--- src/hdl/searchable_double_ended_queue_assert.svh ---
// assertion macros used by the queue top module
`ifndef SEARCHABLE_DOUBLE_ENDED_QUEUE_ASSERT_SVH
`define SEARCHABLE_DOUBLE_ENDED_QUEUE_ASSERT_SVH

// same-cycle implication, checked out of reset
`define SDEQ_ASSERT_NOW(label, ante, cons) \
    label: assert property (@(posedge clk) disable iff (!rst_n) (ante) |-> (cons)) \
        else $error("sdeq assertion failed");

// next-cycle implication, checked out of reset
`define SDEQ_ASSERT_NEXT(label, ante, cons) \
    label: assert property (@(posedge clk) disable iff (!rst_n) (ante) |=> (cons)) \
        else $error("sdeq assertion failed");

`endif

--- src/hdl/sdeq_pkg.sv ---
`timescale 1ns / 1ps
`default_nettype none

package sdeq_pkg;

    localparam int CAPACITY = 16;
    localparam int CNT_W    = $clog2(CAPACITY + 1);
    localparam int IDX_W    = $clog2(CAPACITY);
    localparam int WORD_W   = 32;
    localparam int OP_W     = 3;
    localparam int STATUS_W = 2;
    localparam int POS_W    = 5;

    typedef enum logic [OP_W-1:0] {
        OP_PUSH_FRONT = 3'd0,
        OP_POP_FRONT  = 3'd1,
        OP_PUSH_BACK  = 3'd2,
        OP_POP_BACK   = 3'd3,
        OP_SEARCH     = 3'd4
    } op_t;

    typedef enum logic [STATUS_W-1:0] {
        ST_OK        = 2'd0,
        ST_EMPTY     = 2'd1,
        ST_FULL      = 2'd2,
        ST_NOT_FOUND = 2'd3
    } status_t;

    // per-cell move controls, at most one set in a cycle
    typedef struct packed {
        logic take_left;
        logic take_right;
        logic load;
    } cell_ctl_t;

endpackage

`default_nettype wire

--- src/hdl/searchable_double_ended_queue.sv ---
// latency: a result word is valid the cycle after its request word is accepted
// throughput: one request per cycle while in_stall is low; every cell shifts or compares at once
// a search compares all cells at once and picks the first hit from the front
// in_stall is high only while a finished result is held by out_stall
// reset (rst_n low, asynchronous) empties the queue and drops any pending result
`timescale 1ns / 1ps
`default_nettype none
`include "searchable_double_ended_queue_assert.svh"

module searchable_double_ended_queue
    import sdeq_pkg::*;
(
    input  wire logic                     clk,
    input  wire logic                     rst_n,
    input  wire logic                     in_valid,
    output logic                          in_stall,
    input  wire logic [OP_W-1:0]          operation,
    input  wire logic signed [WORD_W-1:0] value,
    output logic                          out_valid,
    input  wire logic                     out_stall,
    output logic [STATUS_W-1:0]           status,
    output logic signed [WORD_W-1:0]      popped_value,
    output logic [POS_W-1:0]              found_position
);

    logic                     accept;
    logic                     full;
    logic                     empty;
    logic                     push_front_ok;
    logic                     push_back_ok;
    logic                     pop_front_ok;
    logic                     pop_back_ok;

    logic [CNT_W-1:0]         occupancy_reg;
    logic [CNT_W-1:0]         occupancy_next;
    logic                     out_valid_reg;
    logic                     out_valid_next;
    status_t                  status_reg;
    status_t                  status_next;
    logic signed [WORD_W-1:0] popped_reg;
    logic signed [WORD_W-1:0] popped_next;
    logic [POS_W-1:0]         pos_reg;
    logic [POS_W-1:0]         pos_next;

    logic signed [WORD_W-1:0] cell_word [CAPACITY];
    logic [CAPACITY-1:0]      hit_vec;
    logic [CAPACITY-1:0]      first_hit;
    logic [CNT_W-1:0]         hit_pos;
    logic [IDX_W-1:0]         back_idx;

    assign in_stall = out_valid_reg && out_stall;
    assign accept   = in_valid && !in_stall;
    assign full     = (occupancy_reg == CNT_W'(CAPACITY));
    assign empty    = (occupancy_reg == '0);

    assign push_front_ok = accept && (operation == OP_PUSH_FRONT) && !full;
    assign push_back_ok  = accept && (operation == OP_PUSH_BACK) && !full;
    assign pop_front_ok  = accept && (operation == OP_POP_FRONT) && !empty;
    assign pop_back_ok   = accept && (operation == OP_POP_BACK) && !empty;

    assign back_idx = IDX_W'(occupancy_reg - CNT_W'(1));

    // row of cells, slot 0 is the front
    for (genvar i = 0; i < CAPACITY; i++)
    begin : g_cell
        cell_ctl_t                ctl;
        logic signed [WORD_W-1:0] left_word;
        logic signed [WORD_W-1:0] right_word;

        assign ctl.take_left  = push_front_ok;
        assign ctl.take_right = pop_front_ok;
        assign ctl.load       = push_back_ok && (occupancy_reg == CNT_W'(i));

        if (i == 0)
        begin : g_front
            assign left_word = value;
        end
        else
        begin : g_inner
            assign left_word = cell_word[i-1];
        end

        if (i == CAPACITY - 1)
        begin : g_back
            assign right_word = cell_word[i];
        end
        else
        begin : g_rest
            assign right_word = cell_word[i+1];
        end

        sdeq_cell u_cell (
            .clk        (clk),
            .ctl        (ctl),
            .left_word  (left_word),
            .right_word (right_word),
            .value      (value),
            .occupied   (occupancy_reg > CNT_W'(i)),
            .word       (cell_word[i]),
            .hit        (hit_vec[i])
        );
    end

    // isolate the lowest set hit, then encode it
    assign first_hit = hit_vec & (~hit_vec + CAPACITY'(1));

    always_comb
    begin
        hit_pos = '0;
        for (int i = 0; i < CAPACITY; i++)
        begin
            hit_pos = hit_pos | (first_hit[i] ? CNT_W'(i + 1) : '0);
        end
    end

    always_comb
    begin
        status_next    = ST_OK;
        popped_next    = '0;
        pos_next       = '0;
        occupancy_next = occupancy_reg;
        unique case (operation)
            OP_PUSH_FRONT, OP_PUSH_BACK:
            begin
                if (full)
                begin
                    status_next = ST_FULL;
                end
                else
                begin
                    occupancy_next = occupancy_reg + CNT_W'(1);
                end
            end
            OP_POP_FRONT, OP_POP_BACK:
            begin
                if (empty)
                begin
                    status_next = ST_EMPTY;
                end
                else
                begin
                    occupancy_next = occupancy_reg - CNT_W'(1);
                    popped_next    = (operation == OP_POP_FRONT) ? cell_word[0]
                                                                : cell_word[back_idx];
                end
            end
            OP_SEARCH:
            begin
                if (hit_vec == '0)
                begin
                    status_next = ST_NOT_FOUND;
                end
                else
                begin
                    pos_next = POS_W'(hit_pos);
                end
            end
            default:
            begin
                status_next = ST_OK;
            end
        endcase
    end

    always_comb
    begin
        if (accept)
        begin
            out_valid_next = 1'b1;
        end
        else if (!out_stall)
        begin
            out_valid_next = 1'b0;
        end
        else
        begin
            out_valid_next = out_valid_reg;
        end
    end

    always_ff @(posedge clk or negedge rst_n)
    begin
        if (!rst_n)
        begin
            occupancy_reg <= '0;
            out_valid_reg <= 1'b0;
        end
        else
        begin
            if (accept)
            begin
                occupancy_reg <= occupancy_next;
            end
            out_valid_reg <= out_valid_next;
        end
    end

    always_ff @(posedge clk)
    begin
        if (accept)
        begin
            status_reg <= status_next;
            popped_reg <= popped_next;
            pos_reg    <= pos_next;
        end
    end

    assign out_valid      = out_valid_reg;
    assign status         = status_reg;
    assign popped_value   = popped_reg;
    assign found_position = pos_reg;

    `SDEQ_ASSERT_NOW(a_occ_bound, 1'b1, occupancy_reg <= CNT_W'(CAPACITY))
    `SDEQ_ASSERT_NEXT(a_push_grows, push_front_ok || push_back_ok,
        occupancy_reg == CNT_W'($past(occupancy_reg) + CNT_W'(1)))
    `SDEQ_ASSERT_NEXT(a_pop_empty,
        accept && empty && (operation == OP_POP_FRONT || operation == OP_POP_BACK),
        out_valid && status == ST_EMPTY && popped_value == '0)
    `SDEQ_ASSERT_NOW(a_miss_no_pos, out_valid && status == ST_NOT_FOUND,
        found_position == '0)

endmodule

`default_nettype wire

--- src/hdl/sdeq_cell.sv ---
`timescale 1ns / 1ps
`default_nettype none

module sdeq_cell
    import sdeq_pkg::*;
(
    input  wire logic                     clk,
    input  wire cell_ctl_t                ctl,
    input  wire logic signed [WORD_W-1:0] left_word,
    input  wire logic signed [WORD_W-1:0] right_word,
    input  wire logic signed [WORD_W-1:0] value,
    input  wire logic                     occupied,
    output logic signed [WORD_W-1:0]      word,
    output logic                          hit
);

    logic signed [WORD_W-1:0] word_reg;
    logic signed [WORD_W-1:0] word_next;

    always_comb
    begin
        priority if (ctl.take_left)
        begin
            word_next = left_word;
        end
        else if (ctl.take_right)
        begin
            word_next = right_word;
        end
        else if (ctl.load)
        begin
            word_next = value;
        end
        else
        begin
            word_next = word_reg;
        end
    end

    always_ff @(posedge clk)
    begin
        word_reg <= word_next;
    end

    assign word = word_reg;
    assign hit  = occupied && (word_reg == value);

endmodule

`default_nettype wire

--- config.mk ---
export PLATFORM = sky130hd
export DESIGN_NAME = searchable_double_ended_queue
export DESIGN_NICKNAME = d
export VERILOG_FILES = /design/src/hdl/sdeq_pkg.sv /design/src/hdl/searchable_double_ended_queue.sv /design/src/hdl/sdeq_cell.sv
export VERILOG_INCLUDE_DIRS = /design/src /design/src/hdl
export SDC_FILE = /design/constraint.sdc
export NUM_CORES = 2
export LEC_CHECK = 0
export ABC_AREA = 1
export BUFFER_PORTS_ARGS = -buffer_cell sky130_fd_sc_hd__buf_4
export CORE_MARGIN = 2
export CORE_UTILIZATION = 55
export CTS_CLUSTER_DIAMETER = 40
export DETAILED_ROUTE_END_ITERATION = 16
export GPL_TIMING_DRIVEN = 0
export PLACE_DENSITY = 0.73
export SYNTH_ARGS = -nofsm -noshare
export SYNTH_HDL_FRONTEND = slang
export SYNTH_HIERARCHICAL = 1
export SYNTH_SLANG_ARGS = --single-unit
--- constraint.sdc ---
create_clock -name clk -period 12.3 [get_ports clk]
set_clock_uncertainty 0.1 [all_clocks]
set_input_delay 0.615 -clock clk [delete_from_list [all_inputs] [get_ports clk]]
set_output_delay 0.615 -clock clk [all_outputs]
set_load 0.005 [all_outputs]
# Yosys cells after proc, flatten, opt, wreduce, memory -nomap -nowiden
# Cells that the tools add are included.
[op_classes] n_addsub=3 bitwise_logic=20 eq_ne=40 magnitude_cmp=17 reduce_logical=69 mux=77
[op_table] op="$mux W32" n=51
[op_table] op="$eq A32 B32 Y1" n=16
[op_table] op="$bmux W32 S4" n=1
[op_table] op="$reduce_bool A3 Y1" n=15
[op_table] op="$eq A5 B4 Y1 const B" n=8
[op_table] op="$gt A5 B4 Y1 const B" n=8
[op_table] op="$logic_and A1 B1 Y1" n=40
[op_table] op="$mux W4" n=8
[op_table] op="$or A4 B4 Y4" n=7
[op_table] op="$eq A5 B3 Y1 const B" n=4
[op_table] op="$gt A5 B3 Y1 const B" n=4
[op_table] op="$add A16 B1 Y16 const B" n=1
[op_table] op="$and A16 B16 Y16" n=1
[op_table] op="$logic_not A16 Y1" n=1
[op_table] op="$not A16 Y16" n=1
[op_table] op="$mux W5" n=3
[op_table] op="$mux W3" n=4
[op_table] op="$eq A5 B2 Y1 const B" n=2
[op_table] op="$gt A5 B1 Y1 const B" n=2
[op_table] op="$gt A5 B2 Y1 const B" n=2
[op_table] op="$pmux W5 S2" n=1
[op_table] op="$or A3 B3 Y3" n=3
[op_table] op="$mux W2" n=4
[op_table] op="$reduce_or A2 Y1" n=4
[op_table] op="25 further kinds" n=35
[totals] reg_bits=557 output_inout_bits=41

# Logic depth before layout (Yosys ltp)
[depth] ltp_word=21 mapped_depth=20 depth_no_buf=18

# Cells and area by module
# Netlist, hierarchy kept.
[modules_own_cells] module="sdeq_cell" area_each_um2=2214.6 cells_per_inst=317 instances=16
[modules_own_cells] module="searchable_double_ended_queue" area_each_um2=9002.4 cells_per_inst=1857 instances=1

# Least setup slack after synthesis
# Ideal clock, no wire load.
[synth_timing] kind="input to register" start="input port out_stall" end="register g_cell[0].u_cell.word_reg[0] (enable)" setup_slack_ns=7.924 path_stages=9 setup_time_ns=0.389 n_path_buf=2 required_time_ns=11.811 t_arrival_ns=3.887 path_cell_list="nand2_1 nand2_1 inv_1 nand2_1 nor4_1 buf_2 inv_2 buf_4 nand2_1"
[synth_lines] element="start: declaration" line_no="searchable_double_ended_queue.sv:20" text="input wire logic out_stall,"
[synth_lines] element="end signal: assignment" line_no="sdeq_cell.sv:42" text="word_reg <= word_next;"
[synth_lines] element="end: declaration" line_no="sdeq_cell.sv:17" text="logic signed [WORD_W-1:0] word_reg;"

==> flow_summary.ini <==
[routing]
wl_per_cell_um = 26.1
vias = 50300
finalWirelength_um = 215000
firstDrtPassIters = 7
vias_per_cell = 6.09
dr.first_iter.drc_count = 9529
drcViolationCount = 0
ant_nets = 0

[floorplanning]
fp.dieH_um = 288
dieArea_um2 = 83100
num_rows = 104
fp.coreArea_um2 = 80300
die_x_um = 288
io_pins = 80
start_util_pct = 55.3

[clock_tree]
clk_pin_slew_worst_paths_ps = 50
postCtsSetupBuffers = 0
htreeDepth = 3
clk_latency_ps = 680
cts_buffers = 101
clock-root-buffer = clkbuf_16
clockBufferDepth = 3
clock-sinks = 557
cts_tree = yes

[cells_and_area]
drive_above_1_share_pct = 9.29
area_growth_pct = 12.5
utilization_pct = 62.2
nNetsFinal = 7165
final_cell_mix = nand2_1 (2175), a21oi_1 (1060), nor2_1 (1001), inv_1 (959), edfxtp_1 (551)
layout_commonest_cell = nand2_1
postLayoutCellArea_um2 = 50000
largest_reg_flops = 512
antenna_cells = 0

[global_routing]
grt_pass1_wl_um = 300000
grt_pass1_vias = 44700
grt_overflow = 0
antenna_found_initial = 3
grtUsageTotal_pct = 50.2
grt_start_max_net_pins = 50

[min_path]
hp-class = in2reg
min_path_cells = 3
hold_start = out_stall
hold_path_end = out_valid

[placement]
hpwlAfterDp_um = 153000
place_area_um2 = 46400
place_ws_ps = 6890
io_buffer_count = 78
globalplace.congestion = 1.05

[logic_synthesis]
synth-edff-count = 551
synthesis.area_um2 = 44400
netlist-cell-type-count = 30
syn_nets = 6974
async_flop_share_pct = 1.08
synth_flop_cell = edfxtp_1
yosysWarningCount = 6
avgSynthCellArea_um2 = 6.41
ys_seq_area_share_pct = 37.6
ys_ff_latch = 557
syn_inst = 6929

[critical_path]
crit_buf_inv = 8
worstPathCellList = buf_2, inv_2, buf_2, buf_2, ha_1, nand2_1, nand2_1, buf_2, nor3_2, buf_6, buf_2, buf_2, nor2_1, nand2_1
cp.required_ps = 12470
worstSetupPathType = reg2reg
worstPathArrival_ps = 5570
r2r_start = occupancy_reg[0]
worstSetupEndpointType = flop
rrSetupSlack_ps = 6900
cp_slowest_cell = nand2_1
r2r_cells = 14
startpoint_type = flop
max_stage_delay_ps = 990
path_common_cell = buf_2
r2r_end = g_cell[3].u_cell/word[13]
critical-path-top-delay-family = simple AND/OR/NAND/NOR gates
path_max_fanout = 32
crit_cells = 14
worstSetupStartpoint = occupancy_reg[0]

[timing]
worstMarginPinSlew_ps = 1350
fmax_mhz = 185
slew_headroom_pct = 9.45
fin_crit_ps = 5400
setup_ws_ps = 6900
hold_ws_ps = 82.8
finalHoldViolCount = 0
setup_violations = 0
finalSetupTns_ps = 0
maxSlewViolCount = 0
rsz0062_at_grt = false
fin_crit_sh_pct = 43.9

[pwr]
ir_worst_vdd_uv = 155
p_leak_uw = 0.0252
p_per_area_nw_per_um2 = 192

[job]
cap_violations = 0

[outcome]
status = complete, no violations
## metal layers
| metal | vias to the layer above | track usage [%] | wire length (um) |
|---|---|---|---|
| li1 | 22300 | - | - |
| met1 | 22700 | 69.2 | 78800 |
| met2 | 4539 | 68.4 | 83500 |
| met3 | 816 | 16.8 | 38300 |
| met4 | 2 | 28.7 | 14800 |
| met5 | - | 0 | 8 |
## final cells by class
type / instances / area (um2)
clock inverters: 79 / 843
plain buffers: 342 / 2140
well taps: 1060 / 1330
fillers: 7604 / 30300
inverters: 1015 / 3810
flip-flops and latches: 557 / 16700
multi-input cells: 5015 / 21800
repair buffers: 88 / 754
clock buffers: 109 / 2580
## worst max path at each step
stage / slack [ps] / endpoint
after detailed placement: 6890 / g_cell[5].u_cell/word[4]
after CTS: 7050 / g_cell[5].u_cell/word[15]
after global placement: 2770 / g_cell[9].u_cell/word[6]
final: 6900 / g_cell[3].u_cell/word[13]
after floorplan: 7920 / g_cell[0].u_cell/word[0]
after global routing: 6910 / g_cell[1].u_cell/word[2]
## worst reg2reg max path, cell delays in order (launching register included)
cell and delay [ps]:
dfrtp_1 370, buf_2 260, inv_2 100, buf_2 200, buf_2 270, ha_1 290
nand2_1 270, nand2_1 350, buf_2 310, nor3_2 660, buf_6 290, buf_2 230
buf_2 240, nor2_1 80, nand2_1 990
## where the power goes
| part | internal, uW | switching [uW] |
|---|---|---|
| Combinational | 1060 | 3150 |
| Sequential | 2280 | 234 |
| Clock | 1750 | 1100 |
## synthesized netlist by cell type (48+ instances only)
cell type	number	share of area, %
nand2_1	2184	18
a21oi_1	1060	12
nor2_1	1001	8.5
inv_1	960	8.1
edfxtp_1	551	37
nand3_1	402	4.5
buf_2	204	2.3
xnor2_1	81	1.6
o21ai_0	77	0.87
inv_2	55	0.46
buf_6	54	1.4
buf_4	53	0.90
xor2_1	51	1.0
o21ai_1	48	0.54
## per-stage QoR
step / instances / total power, uW
finish: 8265 / 9580
CTS: 8261 / 9260
floorplan: 6929 / 4660
global route: 8265 / 9750
detailed placement: 8072 / 6450
global placement: 8067 / 6430
## logic make-up after synthesis
logic type | share of synthesized area, %
AND/OR/NAND/NOR | 32.5
XOR/XNOR | 2.66
adder cells (fa/ha/maj) | 0.169
flip-flops | 37.6
AO/OA/AOI/OAI | 13.7
buffers and inverters | 13.4
## repair_timing
item	CTS	global route
hold buffers	1	0
endpoints found under the hold margin	6	0
gates resized for setup	0	0
Note: power is estimated with default switching activity, not from simulation.
